[src/rtl/i2p_pkg.sv]
// Shared constants, types and the precedence function for the infix-to-postfix converter.
`timescale 1ns / 1ps

package i2p_pkg;

	// Depth of the operator stack, which is also the number of cells in the chain.
	localparam int STACK_DEPTH = 32;
	// Width of the fill count and of the open-parenthesis count.
	localparam int CNT_W = $clog2(STACK_DEPTH + 1);

	// Symbol bytes with a meaning of their own.
	localparam logic [7:0] SYM_ADD = 8'h2B;
	localparam logic [7:0] SYM_SUB = 8'h2D;
	localparam logic [7:0] SYM_MUL = 8'h2A;
	localparam logic [7:0] SYM_DIV = 8'h2F;
	localparam logic [7:0] SYM_MOD = 8'h25;
	localparam logic [7:0] SYM_POW = 8'h5E;
	localparam logic [7:0] SYM_LP  = 8'h28;
	localparam logic [7:0] SYM_RP  = 8'h29;

	// Error codes carried on every result word.
	typedef enum logic [1:0] {
		ERR_NONE     = 2'd0,
		ERR_OVERFLOW = 2'd1,
		ERR_STRAY_RP = 2'd2,
		ERR_OPEN_LP  = 2'd3
	} err_code_t;

	// Shift command broadcast to every cell of the stack chain.
	typedef enum logic [1:0] {
		CELL_HOLD = 2'd0,
		CELL_PUSH = 2'd1,
		CELL_POP  = 2'd2
	} cell_op_t;

	// Control bundle from the sequencer to the chain.
	typedef struct packed {
		cell_op_t   op;
		logic [7:0] sym;
	} cell_ctl_t;

	// Operator precedence: 0 for anything that is not an operator.
	function automatic logic [1:0] prec_of(input logic [7:0] c);
		logic [1:0] p;
		case (c)
			SYM_ADD, SYM_SUB:          p = 2'd1;
			SYM_MUL, SYM_DIV, SYM_MOD: p = 2'd2;
			SYM_POW:                   p = 2'd3;
			default:                   p = 2'd0;
		endcase
		return p;
	endfunction

endpackage

[src/rtl/i2p_cell.sv]
// One stack cell: holds a byte and shifts with its neighbors on push or pop.
`timescale 1ns / 1ps

module i2p_cell (
	input  logic              clk,
	input  i2p_pkg::cell_ctl_t ctl,
	input  logic [7:0]        from_above,
	input  logic [7:0]        from_below,
	output logic [7:0]        q
);
	import i2p_pkg::*;

	logic [7:0] entry_q;

	// A push moves every entry one place deeper, a pop one place up.
	always_ff @(posedge clk) begin
		case (ctl.op)
			CELL_PUSH: entry_q <= from_above;
			CELL_POP:  entry_q <= from_below;
			default:   entry_q <= entry_q;
		endcase
	end

	assign q = entry_q;

endmodule

[src/rtl/i2p_ctrl.sv]
// Sequencer for the converter: decides pops and pushes, holds counts and the result register.
`timescale 1ns / 1ps

module i2p_ctrl (
	input  logic               clk,
	input  logic               arst_n,
	input  logic               in_valid,
	output logic               in_stall,
	input  logic [7:0]         symbol,
	input  logic               end_of_expr,
	output logic               out_valid,
	input  logic               out_stall,
	output logic [7:0]         out_symbol,
	output logic               has_symbol,
	output logic               last,
	output logic [1:0]         error,
	input  logic [7:0]         top_sym,
	output i2p_pkg::cell_ctl_t cell_ctl
);
	import i2p_pkg::*;

	typedef enum logic [2:0] {
		ST_IDLE,
		ST_OPPOP,
		ST_RPPOP,
		ST_FLUSH,
		ST_DONE
	} state_t;

	state_t           state_q, state_d;
	logic [7:0]       sym_q;
	logic [1:0]       prec_q;
	logic             end_q;
	err_code_t        err_q, step_err;
	logic [CNT_W-1:0] cnt_q;
	logic [CNT_W-1:0] pc_q;
	logic             pend_valid_q;
	logic [7:0]       pend_sym_q;
	logic             out_valid_q;
	logic [7:0]       out_symbol_q;
	logic             out_has_q;
	logic             out_last_q;
	err_code_t        out_err_q;

	logic       accept, out_free, can_emit;
	logic       cnt_zero, stack_full, pc_zero, top_lp;
	logic [1:0] top_prec, in_prec;
	logic       ovf, stray_rp, open_after;
	logic       pop_emit, pop_drop, do_push, done_fire, out_load;
	logic       in_is_operand;
	cell_op_t   cop;
	logic [7:0] psym;

	assign accept     = in_valid && (state_q == ST_IDLE);
	assign out_free   = !out_valid_q || !out_stall;
	assign can_emit   = !pend_valid_q || out_free;
	assign cnt_zero   = (cnt_q == '0);
	assign stack_full = (cnt_q == CNT_W'(STACK_DEPTH));
	assign pc_zero    = (pc_q == '0);
	assign top_lp     = (top_sym == SYM_LP);
	assign top_prec   = prec_of(top_sym);
	assign in_prec    = prec_of(symbol);
	assign in_is_operand = (in_prec == 2'd0) && (symbol != SYM_LP) && (symbol != SYM_RP);

	// The whole step's error is known at acceptance: an operator overflows only when
	// nothing pops first, and the paren count tells whether a ')' or the flush fails.
	always_comb begin
		ovf        = 1'b0;
		stray_rp   = 1'b0;
		open_after = !pc_zero;
		if (in_prec != 2'd0) begin
			ovf = stack_full && (top_lp || (top_prec < in_prec));
		end else if (symbol == SYM_LP) begin
			ovf        = stack_full;
			open_after = !pc_zero || !stack_full;
		end else if (symbol == SYM_RP) begin
			stray_rp   = pc_zero;
			open_after = (pc_q > CNT_W'(1));
		end
		priority if (err_q != ERR_NONE) step_err = err_q;
		else if (ovf)                   step_err = ERR_OVERFLOW;
		else if (stray_rp)              step_err = ERR_STRAY_RP;
		else if (end_of_expr && open_after) step_err = ERR_OPEN_LP;
		else                            step_err = ERR_NONE;
	end

	// Next-state and stack command decisions.
	always_comb begin
		state_d   = state_q;
		cop       = CELL_HOLD;
		psym      = sym_q;
		pop_emit  = 1'b0;
		pop_drop  = 1'b0;
		do_push   = 1'b0;
		done_fire = 1'b0;
		unique case (state_q)
			ST_IDLE: begin
				if (in_valid) begin
					if (in_prec != 2'd0) begin
						state_d = ST_OPPOP;
					end else if (symbol == SYM_RP) begin
						state_d = ST_RPPOP;
					end else begin
						if (symbol == SYM_LP && !stack_full) begin
							do_push = 1'b1;
							psym    = symbol;
						end
						state_d = end_of_expr ? ST_FLUSH : ST_DONE;
					end
				end
			end
			ST_OPPOP: begin
				if (cnt_zero || top_lp || (top_prec < prec_q)) begin
					do_push = !stack_full;
					state_d = end_q ? ST_FLUSH : ST_DONE;
				end else if (can_emit) begin
					pop_emit = 1'b1;
				end
			end
			ST_RPPOP: begin
				if (cnt_zero) begin
					state_d = end_q ? ST_FLUSH : ST_DONE;
				end else if (top_lp) begin
					pop_drop = 1'b1;
					state_d  = end_q ? ST_FLUSH : ST_DONE;
				end else if (can_emit) begin
					pop_emit = 1'b1;
				end
			end
			ST_FLUSH: begin
				if (cnt_zero) begin
					state_d = ST_DONE;
				end else if (top_lp) begin
					pop_drop = 1'b1;
				end else if (can_emit) begin
					pop_emit = 1'b1;
				end
			end
			ST_DONE: begin
				if (out_free || (!pend_valid_q && !end_q)) begin
					done_fire = 1'b1;
					state_d   = ST_IDLE;
				end
			end
		endcase
		if (do_push) begin
			cop = CELL_PUSH;
		end else if (pop_emit || pop_drop) begin
			cop = CELL_POP;
		end
	end

	// A result is held back one place so the final one of a step can carry last.
	assign out_load = (pop_emit && pend_valid_q) ||
	                  (done_fire && (pend_valid_q || end_q));

	// State, counts, pending word and the result register.
	always_ff @(posedge clk or negedge arst_n) begin
		if (!arst_n) begin
			state_q      <= ST_IDLE;
			err_q        <= ERR_NONE;
			cnt_q        <= '0;
			pc_q         <= '0;
			pend_valid_q <= 1'b0;
			out_valid_q  <= 1'b0;
		end else begin
			state_q <= state_d;
			if (accept) begin
				err_q <= step_err;
			end else if (done_fire && end_q) begin
				err_q <= ERR_NONE;
			end
			if (done_fire && end_q) begin
				cnt_q <= '0;
				pc_q  <= '0;
			end else if (do_push) begin
				cnt_q <= cnt_q + CNT_W'(1);
				if (psym == SYM_LP) begin
					pc_q <= pc_q + CNT_W'(1);
				end
			end else if (pop_emit || pop_drop) begin
				cnt_q <= cnt_q - CNT_W'(1);
				if (pop_drop) begin
					pc_q <= pc_q - CNT_W'(1);
				end
			end
			if (accept && in_is_operand) begin
				pend_valid_q <= 1'b1;
			end else if (pop_emit) begin
				pend_valid_q <= 1'b1;
			end else if (done_fire) begin
				pend_valid_q <= 1'b0;
			end
			if (out_load) begin
				out_valid_q <= 1'b1;
			end else if (!out_stall) begin
				out_valid_q <= 1'b0;
			end
		end
	end

	// Payload registers need no reset.
	always_ff @(posedge clk) begin
		if (accept) begin
			sym_q  <= symbol;
			prec_q <= in_prec;
			end_q  <= end_of_expr;
		end
		if (accept && in_is_operand) begin
			pend_sym_q <= symbol;
		end else if (pop_emit) begin
			pend_sym_q <= top_sym;
		end
		if (out_load) begin
			out_symbol_q <= pend_valid_q ? pend_sym_q : 8'd0;
			out_has_q    <= pend_valid_q;
			out_last_q   <= done_fire && end_q;
			out_err_q    <= err_q;
		end
	end

	assign in_stall     = (state_q != ST_IDLE);
	assign out_valid    = out_valid_q;
	assign out_symbol   = out_symbol_q;
	assign has_symbol   = out_has_q;
	assign last         = out_last_q;
	assign error        = out_err_q;
	assign cell_ctl.op  = cop;
	assign cell_ctl.sym = psym;

endmodule

[src/rtl/infix_to_postfix_converter_top.sv]
// Top level of the infix-to-postfix converter: sequencer plus the chain of stack cells.
//
// Usage: one infix symbol byte enters per word on the input channel (in_valid,
// in_stall, symbol, end_of_expr); postfix words leave on the output channel
// (out_valid, out_stall, out_symbol, has_symbol, last, error). A word moves at a
// rising edge where valid is high and stall is low.
// The operator stack is a chain of STACK_DEPTH cells with the top in cell 0; a
// push or pop shifts the whole chain by one place.
// One symbol is handled at a time. An operator first pops every stacked operator
// of equal or higher precedence down to the nearest '(' and then is pushed if the
// stack has room; a ')' pops operators up to its '(', which it drops. On the last
// symbol of an expression the flush pops every stacked entry. Each word is held one
// place so the final one can be marked last: it enters the output register at the
// next pop of its step or when the step ends, so an operand inside an expression
// passes the pending register and then the output register. A stalled receiver
// freezes the output register, and the sequencer waits before each further emission, so nothing is lost.
// Reset empties the stack count, clears the error flag and the output valid flag;
// cell contents are left as they are and are only read below the fill count.
`timescale 1ns / 1ps

module infix_to_postfix_converter_top (
	input  logic       clk,
	input  logic       arst_n,
	input  logic       in_valid,
	output logic       in_stall,
	input  logic [7:0] symbol,
	input  logic       end_of_expr,
	output logic       out_valid,
	input  logic       out_stall,
	output logic [7:0] out_symbol,
	output logic       has_symbol,
	output logic       last,
	output logic [1:0] error
);
	import i2p_pkg::*;

	cell_ctl_t  cell_ctl;
	logic [7:0] cell_q [STACK_DEPTH];

	// Sequencer and result register.
	i2p_ctrl u_ctrl (
		.clk         (clk),
		.arst_n      (arst_n),
		.in_valid    (in_valid),
		.in_stall    (in_stall),
		.symbol      (symbol),
		.end_of_expr (end_of_expr),
		.out_valid   (out_valid),
		.out_stall   (out_stall),
		.out_symbol  (out_symbol),
		.has_symbol  (has_symbol),
		.last        (last),
		.error       (error),
		.top_sym     (cell_q[0]),
		.cell_ctl    (cell_ctl)
	);

	// Chain of stack cells; cell 0 is the top and takes new symbols on a push.
	for (genvar i = 0; i < STACK_DEPTH; i++) begin : g_cell
		logic [7:0] above, below;
		if (i == 0) begin : g_first
			assign above = cell_ctl.sym;
		end else begin : g_mid
			assign above = cell_q[i-1];
		end
		if (i == STACK_DEPTH - 1) begin : g_last
			assign below = cell_q[i];
		end else begin : g_inner
			assign below = cell_q[i+1];
		end
		i2p_cell u_cell (
			.clk        (clk),
			.ctl        (cell_ctl),
			.from_above (above),
			.from_below (below),
			.q          (cell_q[i])
		);
	end

endmodule

[config.mk]
export PLATFORM = sky130hd
export DESIGN_NAME = infix_to_postfix_converter_top
export DESIGN_NICKNAME = d
export VERILOG_FILES = /design/src/rtl/i2p_pkg.sv /design/src/rtl/i2p_cell.sv /design/src/rtl/i2p_ctrl.sv /design/src/rtl/infix_to_postfix_converter_top.sv
export SDC_FILE = /design/constraint.sdc
export NUM_CORES = 1
export LEC_CHECK = 0
export BUFFER_PORTS_ARGS = -buffer_cell sky130_fd_sc_hd__buf_2
export CORE_ASPECT_RATIO = 1.75
export CORE_MARGIN = 5
export CORE_UTILIZATION = 45
export CTS_BUF_LIST = sky130_fd_sc_hd__clkbuf_16
export DETAILED_ROUTE_END_ITERATION = 10
export GPL_TIMING_DRIVEN = 0
export RECOVER_POWER = 50
export SETUP_SLACK_MARGIN = 0.4
export SLEW_MARGIN = 15
export SYNTH_ARGS = -nofsm -noshare
export SYNTH_HDL_FRONTEND = slang
export SYNTH_SLANG_ARGS = --single-unit
[constraint.sdc]
create_clock -name clk -period 13.9 [get_ports clk]
set_input_delay 4.17 -clock clk [delete_from_list [all_inputs] [get_ports clk]]
set_output_delay 4.17 -clock clk [all_outputs]
set_load 0.005 [all_outputs]
; ---- Word level (Yosys, flattened, before mapping)
; Index checks and enable logic that the tools add are counted.
[classes]
n_addsub = 4
mul = 0
div = 0
n_lt_le_gt_ge = 3
eq_ne = 33
n_shift = 0
n_mux = 96
bitwise = 0
n_reduce_logical = 48
[ops]
columns = operator, n
row1 = $pmux W8 S2, 31
row2 = $eq A8 B6 Y1 const B, 14
row3 = $mux W8, 7
row4 = $mux W6, 8
row5 = $mux W3, 10
row6 = $mux W1, 27
row7 = $eq A8 B7 Y1 const B, 2
row8 = $mux W2, 8
row9 = $ne A8 B6 Y1 const B, 2
row10 = $pmux W3 S5, 1
row11 = $add A6 B1 Y6 const B, 2
row12 = $logic_not A6 Y1, 2
row13 = $pmux W2 S3, 2
row14 = $reduce_bool A3 Y1, 4
row15 = $sub A6 B1 Y6 const B, 2
row16 = $logic_and A1 B1 Y1, 11
row17 = $logic_or A1 B1 Y1, 10
row18 = $reduce_bool A2 Y1, 5
row19 = $ne A2 B1 Y1 const B, 4
row20 = $eq A3 B2 Y1 const B, 2
row21 = $eq A6 B6 Y1 const B, 1
row22 = $gt A6 B1 Y1 const B, 1
row23 = $logic_not A1 Y1, 6
row24 = $reduce_or A2 Y1, 3
row25 = 15 further kinds, 19
[word_totals]
ff_bits = 306
latchBits = 0
ram_bits = 0
mem_bits_ro = 0
inputBits = 13
out_inout_bits = 14
elab_cells = 230
memories = 0

; ---- Depth between registers and ports, before layout
; Gate-level depths: netlist of the first run.
[depth]
word_depth = 12
mapped_depth = 19
mapped_depth_nobuf = 19

; ---- Cells and area by module
; Synthesis of the first run repeated with hierarchy kept, for this count alone.
[unflattened]
cells_unflattened = 945
area_unflattened_um2 = 15667.5
[by_module_without_submodules]
columns = mod, n_inst, cells_per_inst, area_per_inst_um2, seq_area_each_um2
row1 = i2p_cell, 32, 20, 391.6, 240.2
row2 = i2p_ctrl, 1, 305, 3135.5, 1406.3

; ---- Least setup slack after synthesis of the first run
; Ideal clock, no wire load.
[synth_path]
path_kind = input -> register
startpoint = input symbol[4]
endpoint = register g_cell[0].u_cell.entry_q[0], enable pin
setup_time_ns = 0.599
arrival_time_ns = 10.723
required_time_ns = 13.301
setup_slack_ns = 2.578
cell_stages = 8
path_buffers = 1
cell_sequence = nor4b_4 > or4b_1 > nor2_1 > nor4b_4 > nor2_4 > and2_4 > buf_6 > inv_1
[synth_via]
elab_chain_cells = 10
word_cells_on_any_way = 22
classes_between = eq/ne (10) / mux (7) / reduce/logical (5)
[synth_lines]
columns = element, line
row1 = "start, declared", infix_to_postfix_converter_top.sv:26  ; input logic [7:0] symbol,
row2 = "$eq A8 B6 Y1, on equally long branches", "i2p_pkg.sv:45, i2p_ctrl.sv:104"
row3 = "$reduce_or A3 Y1, or another cell as far along", i2p_pkg.sv:45  ; case (c)
row4 = $pmux W2 S3 / $mux W1 (equally long branches), "i2p_pkg.sv:45, i2p_ctrl.sv:104"
row5 = $reduce_bool A2 Y1 / $mux W1 (equally long branches), "i2p_ctrl.sv:99, i2p_ctrl.sv:101"
row6 = $mux W1 *, i2p_ctrl.sv:99  ; if (in_prec != 2'd0) begin
row7 = $mux W1 *, i2p_ctrl.sv:98  ; if (in_valid) begin
row8 = $pmux W1 S2 *, i2p_ctrl.sv:96  ; unique case (state_q)
row9 = $mux W2 *, i2p_ctrl.sv:146  ; if (do_push) begin
row10 = $eq A2 B1 Y1 / $eq A2 B2 Y1 (equally long branches), n/a
row11 = $reduce_bool A2 Y1 (no source line) *, n/a
row12 = "end signal, assigned", i2p_cell.sv:18  ; CELL_PUSH: entry_q <= from_above;
row13 = "end signal, assigned", i2p_cell.sv:19  ; CELL_POP: entry_q <= from_below;
row14 = "end signal, assigned", i2p_cell.sv:20  ; default: entry_q <= entry_q;
row15 = "end, declared", i2p_cell.sv:13  ; logic [7:0] entry_q;
; Every way passes the cells marked *; elsewhere a longest branch is shown, timed or not.
; A chain may end at the register's enable or synchronous reset.

; ---- Worst setup path after layout of the first run
[layout_path]
startpoint = input symbol[4]
endpoint = register g_cell[20].u_cell.entry_q[5], enable pin
[layout_via]
elab_chain_cells = 10
word_cells_on_any_way = 22
classes_between = eq/ne (10) / mux (7) / reduce/logical (5)
[layout_lines]
columns = element, line
row1 = "$eq A8 B6 Y1, on equally long branches", "i2p_pkg.sv:45, i2p_ctrl.sv:104"
row2 = "$reduce_or A3 Y1, or another cell as far along", i2p_pkg.sv:45
row3 = $pmux W2 S3 / $mux W1 (equally long branches), "i2p_pkg.sv:45, i2p_ctrl.sv:104"
row4 = $reduce_bool A2 Y1 / $mux W1 (equally long branches), "i2p_ctrl.sv:99, i2p_ctrl.sv:101"
row5 = $mux W1 *, i2p_ctrl.sv:99
row6 = $mux W1 *, i2p_ctrl.sv:98
row7 = $pmux W1 S2 *, i2p_ctrl.sv:96
row8 = $mux W2 *, i2p_ctrl.sv:146
row9 = $eq A2 B1 Y1 / $eq A2 B2 Y1 (equally long branches), n/a
row10 = $reduce_bool A2 Y1 (no source line) *, n/a
row11 = "end signal, assigned", i2p_cell.sv:18
row12 = "end signal, assigned", i2p_cell.sv:19
row13 = "end signal, assigned", i2p_cell.sv:20
row14 = "end, declared", i2p_cell.sv:13
; Marked as above.

==> impl_metrics.ini, run 1 <==
[sta]
holdWs_ns = 0.450
period_minus_slack_ns = 7.67
final_max_slew_viol_count = 0
timing.final.crit_share_pct = 55.2
setup_violations = 0
skew_ns = 0.0202
fmax_mhz = 130
finalWorstSetupSlack_ns = 6.23
tightest_slew_ns = 1.30
rsz0062_at_grt = false
maxSlewHeadroom_pct = 13.1
hold_viol = 0

[clock_network]
clkTransAtPathRegs_ns = 0.07
clk_latency_ns = 0.56
cts_resized = 0
cts.sinks = 306
cts-hold-fix-buffers = 0
htree_num_levels = 1
cts_tree = built
root_buffer = clkbuf_16
cts_buffer_depth = 3
postCtsSetupBuffers = 0
cts-buffers-inserted = 28

[power]
power_leakage_nw = 5.25
ir_drop_mv = 0.129
p_per_area_mw_per_mm2 = 239

[floorplanning]
dieArea_mm2 = 0.0345
die_x_um = 143
fp-row-count = 85
core_mm2 = 0.0306
pin_count = 27
initial_core_util_pct = 45.2
die_h_um = 242

[final_layout]
drive_gt1_share_pct = 31.1
diodes = 0
design_area_mm2 = 0.0152
regArea_mm2 = 0.00909
multiInputGateArea_mm2 = 0.00432
fillCellCount = 2678
nets = 922
post-route-util_pct = 49.7
area_growth_pct = 10.1

[yosys]
yosysTopAreaCell = edfxtp_1
synth-edff-count = 287
synth-seq-area-share_pct = 65.7
ys_top_cells_by_count = edfxtp_1 (287), mux2_2 (223), inv_1 (26)
yosys_warnings = 0
yosys.area.top_type_share_pct = 62.3
post_synth_num_cell_types = 67
avgSynthCellArea_um2 = 16.5
ys_ff_latch = 306
synth_area_mm2 = 0.0138
netlist_instances = 840
synthFlopType = edfxtp_1
synth_nets = 864
yosysMostFrequentCell = edfxtp_1
synth_area_leaders = edfxtp_1 (62%), mux2_2 (18%), dfrtp_1 (3.4%)
ys_async_sr_fraction_pct = 6.21

[critical_path]
arrival_ns = 7.87
cp.depth = 11
crit_required_ns = 14.09
r2r_cells = 17
criticalPathCategory = in -> reg
worst-path-max-fanout = 94
critPathBufInv = 5
endpoint_kind = flop
critPathLaunchType = input pin
slowest_stage = or4b_1
cpPeakStageDelay_ns = 0.54
critical-path-top-delay-family = simple AND/OR/NAND/NOR gates
path_cells = clkbuf_1 > nor4b_4 > or4b_1 > nor2_1 > nor4b_4 > nor2_4 > and2_4 > buf_6 > inv_8 > buf_16 > buf_16

[global_route]
grt_max_degree = 95
antenna_found_initial = 0
track_usage_pct = 15.7
grt_pass1_vias = 7720
grt_remaining_overflow = 0
grt_pass1_wl_um = 42800

[drt]
route.vias.total = 7228
drt_wl_total_um = 27100
drtAntennaViolNets = 0
dr.pass1.iters = 4
wl_per_cell_um = 20.7
detail_route.vias_per_cell = 5.52
drt-initial-drc-count = 429
drc = 0

[placement]
place_area_mm2 = 0.0145
dp_hpwl_um = 18200
dp_slack_ns = 5.66
gp_congestion = 0.836
port_buffers = 26

[hold_path]
min_path_type = reg -> reg
holdPathStages = 0

[status]
status = completed

[run]
cap_violations = 0
[layer usage]
layer  routed length (µm)  GRT usage [%]  share of wire [%]  up-vias
met5                    0              0                  0        -
met4                  975           5.85                3.6        0
met3                  711           1.86                2.6       51
met2                15200           30.0                 56      113
met1                10200           17.4                 38     3680
li1                     -              -                  -     3384
[layout make-up]
type                    instances  share of cell area [%]
inverters                      26                   0.690
plain buffers                  41                    1.12
clock inverters                22                    1.14
repair buffers                 28                    1.06
multi-input cells             467                    28.3
clock buffers                  29                    4.76
well taps                     391                    3.21
flip-flops and latches        306                    59.7
[state kept, by name (all words and copies together) (netlist names)]
name and cells:
u_ctrl.pend_sym_q 8, u_ctrl.out_symbol 8, u_ctrl.last 1, u_ctrl.pend_valid_q 1
u_ctrl.error 2, u_ctrl.prec_q 2, u_ctrl.end_q 1, u_ctrl.cnt_q 6
u_ctrl.has_symbol 1, u_ctrl.state_q 3, u_ctrl.sym_q 8, g_cell.u_cell.q 256
u_ctrl.err_q 2, u_ctrl.out_valid 1, u_ctrl.pc_q 6
[cells in the final DEF, fill, tap and decap left out, drive strengths merged, types with 3 or more instances in the layout]
cell type / n
a21o: 7
a21oi: 12
a31oi: 4
and2: 11
and3: 3
buf: 14
bufinv: 3
clkbuf: 84
clkinv: 15
dfrtp: 19
edfxtp: 287
ha: 10
inv: 29
mux2: 248
mux2i: 8
nand2: 21
nand2b: 8
nand3: 11
nand4: 7
nor2: 14
nor2b: 4
nor3: 7
nor4: 6
nor4b: 3
o2111ai: 4
o211ai: 5
o21ai: 22
or2: 4
or4b: 4
xnor2: 3
[kinds of logic (layout without fill, tap and decap cells)]
| kind of cell | Yosys count | after routing | share of synthesized area, % |
|---|---|---|---|
| adder cells (fa/ha/maj) | 11 | 11 | 1.05 |
| buffers and inverters | 67 | 146 | 3.07 |
| multiplexers | 256 | 256 | 20.8 |
| AO/OA/AOI/OAI | 80 | 80 | 3.93 |
| AND/OR/NAND/NOR | 115 | 115 | 5.14 |
| XOR/XNOR | 5 | 5 | 0.317 |
| flip-flops | 306 | 306 | 65.7 |
[path summary, 6_finish.rpt]
path	start	endpoint	slack, ns
hold / removal	g_cell[30].u_cell.q[7]	g_cell[31].u_cell.q[7]	0.45
setup reg to reg	g_cell[0].u_cell.q[6]	g_cell[20].u_cell.q[5]	8.62
min in group asynchronous	arst_n	u_ctrl.pend_valid_q	3.80
hold reg to reg	g_cell[30].u_cell.q[7]	g_cell[31].u_cell.q[7]	0.45
max in group asynchronous	arst_n	u_ctrl.pc_q[2]	9.40
setup / recovery	symbol[4]	g_cell[20].u_cell.q[5]	6.23
[stage by stage]
| stage | setup TNS, ns | total power, mW | std cells |
|---|---|---|---|
| after floorplan | 0 | 2.67 | 840 |
| after global placement | -0.147 | 3.00 | 1257 |
| after detailed placement | 0 | 2.95 | 1259 |
| after CTS | 0 | 3.73 | 1310 |
| after global routing | 0 | 3.86 | 1310 |
| final | 0 | 3.64 | 1310 |
[power by group]
group	internal, mW	switching [mW]	total (mW)
Clock	0.432	0.338	0.770
Combinational	0.488	0.571	1.06
Sequential	1.61	0.197	1.81
Total	2.53	1.11	3.64
Power figures use the tool's default switching activity.
==> inputs of run 2 (changes only) <==
- ABC_AREA: unset -> 1
- clock period: 13.9 -> 6.9 ns (I/O delays scaled with it)
==> run 2 against run 1 <==
- core utilization increased by 0.57 points
- synthesized cell count increased by 64%
- setup slack got worse by 4.1 ns
- synthesized area increased by 1.6%
- global-route usage increased by 4.3 points
- design area increased by 1.9%
==> impl_metrics.ini, run 2 <==
[critical_path]
worst-path-max-fanout = 54
arrival_ns = 5.05
crit_required_ns = 7.14
critPathLaunchType = input pin
criticalPathCategory = in -> reg
endpoint_kind = flop

[floorplanning]
initial_core_util_pct = 45.6
die_x_um = 144
pin_count = 27
die_h_um = 244
dieArea_mm2 = 0.0350
core_mm2 = 0.0308
fp-row-count = 85

[global_route]
grt_remaining_overflow = 0
track_usage_pct = 20.0
grt_max_degree = 55
antenna_found_initial = 0
grt_pass1_vias = 10181
grt_pass1_wl_um = 54800

[sta]
period_minus_slack_ns = 4.81
holdWs_ns = 0.460
final_max_slew_viol_count = 0
tightest_slew_ns = 1.14
maxSlewHeadroom_pct = 23.8
setup_violations = 0
rsz0062_at_grt = false
hold_viol = 0
fmax_mhz = 208
skew_ns = 0.0218
finalWorstSetupSlack_ns = 2.09
timing.final.crit_share_pct = 69.7

[final_layout]
design_area_mm2 = 0.0155
nets = 1465
largest_reg_flops = 256
layout_common_cells = nand2_1 (407), edfxtp_1 (287), nand3_1 (140), inv_1 (135), nor2_1 (97)
area_growth_pct = 10.4
drive_gt1_share_pct = 7.86
layout_commonest_cell = nand2_1
diodes = 0
fillCellCount = 2915

[yosys]
synth-edff-count = 287
netlist_instances = 1379
yosysMostFrequentCell = nand2_1
yosys_warnings = 0
synth_nets = 1403
synth_area_leaders = edfxtp_1 (61%), nand2_1 (11%), nand3_1 (5.0%)
synthFlopType = edfxtp_1
ys_ff_latch = 306
ys_async_sr_fraction_pct = 6.21
ys_top_cells_by_count = nand2_1 (405), edfxtp_1 (287), nand3_1 (141)
synth_area_mm2 = 0.0141
avgSynthCellArea_um2 = 10.2
yosys.area.top_type_share_pct = 61.3
yosysTopAreaCell = edfxtp_1
post_synth_num_cell_types = 33
synth-seq-area-share_pct = 64.7

[drt]
drc = 0
wl_per_cell_um = 18.8
drt_wl_total_um = 34800
dr.pass1.iters = 5
drt-initial-drc-count = 655
met1_length_um = 13000
routed-wl-met3_um = 970
detail_route.vias_per_cell = 5.29
drtAntennaViolNets = 0
route.met2.wl_um = 18800
route.vias.total = 9817
maxUsedRoutingLayer = met4

[placement]
dp_slack_ns = 1.48
dp_hpwl_um = 25100
port_buffers = 26
place_area_mm2 = 0.0148
gp_congestion = 0.833

[clock_network]
clkTransAtPathRegs_ns = 0.06
cts_tree = built
cts-hold-fix-buffers = 0
cts_resized = 0
root_buffer = clkbuf_16
clk_latency_ns = 0.57
cts_buffer_depth = 3
postCtsSetupBuffers = 0
htree_num_levels = 1
cts-buffers-inserted = 29
cts.sinks = 306

[status]
status = completed

[hold_path]
min_path_type = reg -> reg

[run]
cap_violations = 0
run 2: changes by cell type in the layout (fill, tap and decap cells not counted), sizes merged, moves of 8 or more:
cell	previous run	this run
a21oi	12	73
and2	11	0
buf	14	49
inv	29	138
mux2	248	0
mux2i	8	0
nand2	21	410
nand2b	8	0
nand3	11	144
nor2	14	100
o21ai	22	102
run 2: layout make-up:
type                            count  area (µm²)  area share [%]
Multi-Input combinational cell    870        4000            25.7
Tap cell                          391         489            3.15
Timing Repair Buffer               31         240            1.55
Clock buffer                       29         726            4.68
Inverter                          131         492            3.17
Sequential cell                   306        9090            58.6
Buffer                             72         350            2.26
Clock inverter                     25         133           0.855
run 2: worst max-delay path, stage by stage:
cell	delay [ns]
buf_2	0.10
inv_1	0.07
nand4_1	0.35
nor2_1	0.34
nand3_2	0.33
nand2_4	0.25
inv_1	0.16
nand3_4	0.42
buf_12	0.31
buf_16	0.27
buf_16	0.29
run 2: kinds of logic after synthesis:
| logic type | count (synthesis) | share of synthesized area (%) |
|---|---|---|
| flops | 306 | 64.7 |
| compound gates | 179 | 6.96 |
| buf+inv | 203 | 6.79 |
| simple gates | 669 | 19.8 |
| xor+xnor | 11 | 0.686 |
| fa+ha+maj | 11 | 1.03 |
run 2: final timing paths:
check,startpoint,end,slack (ns),cells past startpoint
max in group asynchronous,arst_n,u_ctrl.pend_valid_q,4.50,1
min,g_cell[30].u_cell.q[5],g_cell[31].u_cell.q[5],0.46,0
max reg2reg,g_cell[0].u_cell.q[1],g_cell[15].u_cell.q[1],3.09,14
max,symbol[7],g_cell[27].u_cell.q[6],2.09,11
min reg2reg,g_cell[30].u_cell.q[5],g_cell[31].u_cell.q[5],0.46,0
min in group asynchronous,arst_n,u_ctrl.cnt_q[1],1.72,1
run 2: stage by stage:
stage | std cells | utilization [%] | TNS [ns]
floorplan | 1379 | - | 0
global placement | 1796 | 47.6 | -117.60
detailed placement | 1801 | 48.0 | 0
CTS | 1855 | 50.8 | 0
global route | 1855 | 50.3 | 0
finish | 1855 | 50.3 | 0
run 2: per-layer routing:
layer,up-vias,GRT usage (%)
li1,4755,-
met3,84,2.06
met4,0,10.6
met2,188,37.4
met5,-,0
met1,4790,21.8
Power of run 2 is not shown: default switching activity piles up to over one toggle a cycle in this logic, so the estimate is an artifact.
==> inputs of run 3 (changes only) <==
- clock period: 6.9 -> 4.3 ns (I/O delays scaled with it)
==> run 3 against run 2 <==
- core utilization barely moved
- hold slack worse by 0.0090 ns
- sequential cell count did not move
- register-to-register slack lost 2.6 ns
- design area hardly changed
- critical path depth fell by 1
- sequential share of layout area about the same
- setup slack worse by 1.6 ns
- clock-buffer cell count rose by 1
- wire length rose by 1.5%
- non-clock buffer count unchanged
- die area unchanged
- largest cell class unchanged
==> impl_metrics.ini, run 3 (synthesized netlist as in run 2, its figures left out) <==
[clock_network]
cts_buffer_depth = 3
cts.sinks = 306
root_buffer = clkbuf_16
htree_num_levels = 1
cts_tree = built
clk_latency_ns = 0.58
cts-hold-fix-buffers = 0
cts-buffers-inserted = 30
postCtsSetupBuffers = 0
clkTransAtPathRegs_ns = 0.07

[critical_path]
slowest_stage = clkinvlp_2
cpPeakStageDelay_ns = 0.64
critPathLaunchType = input pin
cp.depth = 10
critPathBufInv = 6
path_cells = clkbuf_1 > nand3_1 > clkinvlp_2 > nand3_4 > nand2_4 > inv_4 > nand3_4 > buf_16 > buf_12 > buf_12
arrival_ns = 4.12
endpoint_kind = flop
crit_required_ns = 4.62
r2r_cells = 14
criticalPathCategory = in -> reg
worst-path-max-fanout = 54
critical-path-top-delay-family = buffers and inverters

[sta]
timing.final.crit_share_pct = 88.5
finalWorstSetupSlack_ns = 0.495
maxSlewHeadroom_pct = 24.7
skew_ns = 0.0175
period_minus_slack_ns = 3.81
hold_viol = 0
final_max_slew_viol_count = 0
tightest_slew_ns = 1.13
rsz0062_at_grt = false
fmax_mhz = 263
setup_violations = 0

[placement]
dp_hpwl_um = 25300
dp_slack_ns = -0.126
port_buffers = 26
gp_congestion = 0.835

[global_route]
grt_pass1_vias = 10145
track_usage_pct = 20.2
antenna_found_initial = 0
grt_max_degree = 55
grt_remaining_overflow = 0
grt_pass1_wl_um = 54900

[final_layout]
area_growth_pct = 10.4
largest_reg_flops = 256
drive_gt1_share_pct = 6.68
post-route-util_pct = 50.3
diodes = 0
layout_commonest_cell = nand2_1
nets = 1467
layout_common_cells = nand2_1 (407), edfxtp_1 (287), nand3_1 (141), inv_1 (136), nor2_1 (97)

[drt]
drtAntennaViolNets = 0
drt_wl_total_um = 35300
drc = 0
drt-initial-drc-count = 769
dr.pass1.iters = 5
wl_per_cell_um = 19.0
route.vias.total = 9842
detail_route.vias_per_cell = 5.30

[floorplanning]
core_mm2 = 0.0308
initial_core_util_pct = 45.6
pin_count = 27
die_x_um = 144
dieArea_mm2 = 0.0350
fp-row-count = 85
die_h_um = 244

[hold_path]
min_path_type = reg -> reg
holdPathStages = 0

[status]
status = completed

[run]
cap_violations = 0
[run 3: final cells by class]
type	instances	area, µm²
Buffer	72	363
Clock buffer	30	751
Clock inverter	25	159
Fill cell	2902	15300
Inverter	131	495
Multi-Input combinational cell	871	3950
Sequential cell	306	9090
Tap cell	391	489
Timing Repair Buffer	31	214
[run 3: metal layers]
layer / up-vias / global-route usage [%] / share of wire, %
li1: 4776 / - / -
met1: 4783 / 21.7 / 36
met2: 209 / 39.2 / 57
met3: 74 / 1.92 / 3.2
met4: 0 / 8.62 / 4.2
met5: - / 0 / 0
[run 3: worst register-to-register path, cell delays in order, from the launching register on]
cell and delay [ns]:
edfxtp_1 0.46, inv_1 0.15, nor2_1 0.07, nand3_1 0.14, nand4_1 0.15, ha_1 0.31
nand2_1 0.05, nand2_1 0.12, nand3_1 0.13, nand2_2 0.08, nand2_1 0.25, nand2_1 0.30
clkbuf_1 0.42, clkbuf_1 0.67, a21oi_1 0.18
[run 3: path summary, 6_finish.rpt]
check / from / endpoint / slack [ns]
max: in_valid / g_cell[30].u_cell.q[2] / 0.49
min: g_cell[30].u_cell.q[1] / g_cell[31].u_cell.q[1] / 0.45
max reg2reg: g_cell[0].u_cell.q[1] / g_cell[16].u_cell.q[0] / 0.53
min reg2reg: g_cell[30].u_cell.q[1] / g_cell[31].u_cell.q[1] / 0.45
max in group asynchronous: arst_n / u_ctrl.cnt_q[0] / 2.71
min in group asynchronous: arst_n / u_ctrl.pc_q[1] / 0.92
[run 3: timing repair]
| action | in CTS | in global routing |
|---|---|---|
| endpoints found under the setup margin | 0 | 38 |
| resized for setup | 0 | 0 |
| endpoints found under the hold margin | 0 | 0 |
[run 3: stage by stage]
stage	TNS, ns	instance area, µm²	hold WS [ns]	instances
floorplan	-127.92	14100	0.427	1379
global placement	-520.92	14700	0.434	1796
detailed placement	-4.69	14800	0.437	1801
CTS	0	15700	0.452	1856
global route	0	15500	0.464	1857
finish	0	15500	0.451	1857
Power of run 3 is left out for the same reason.
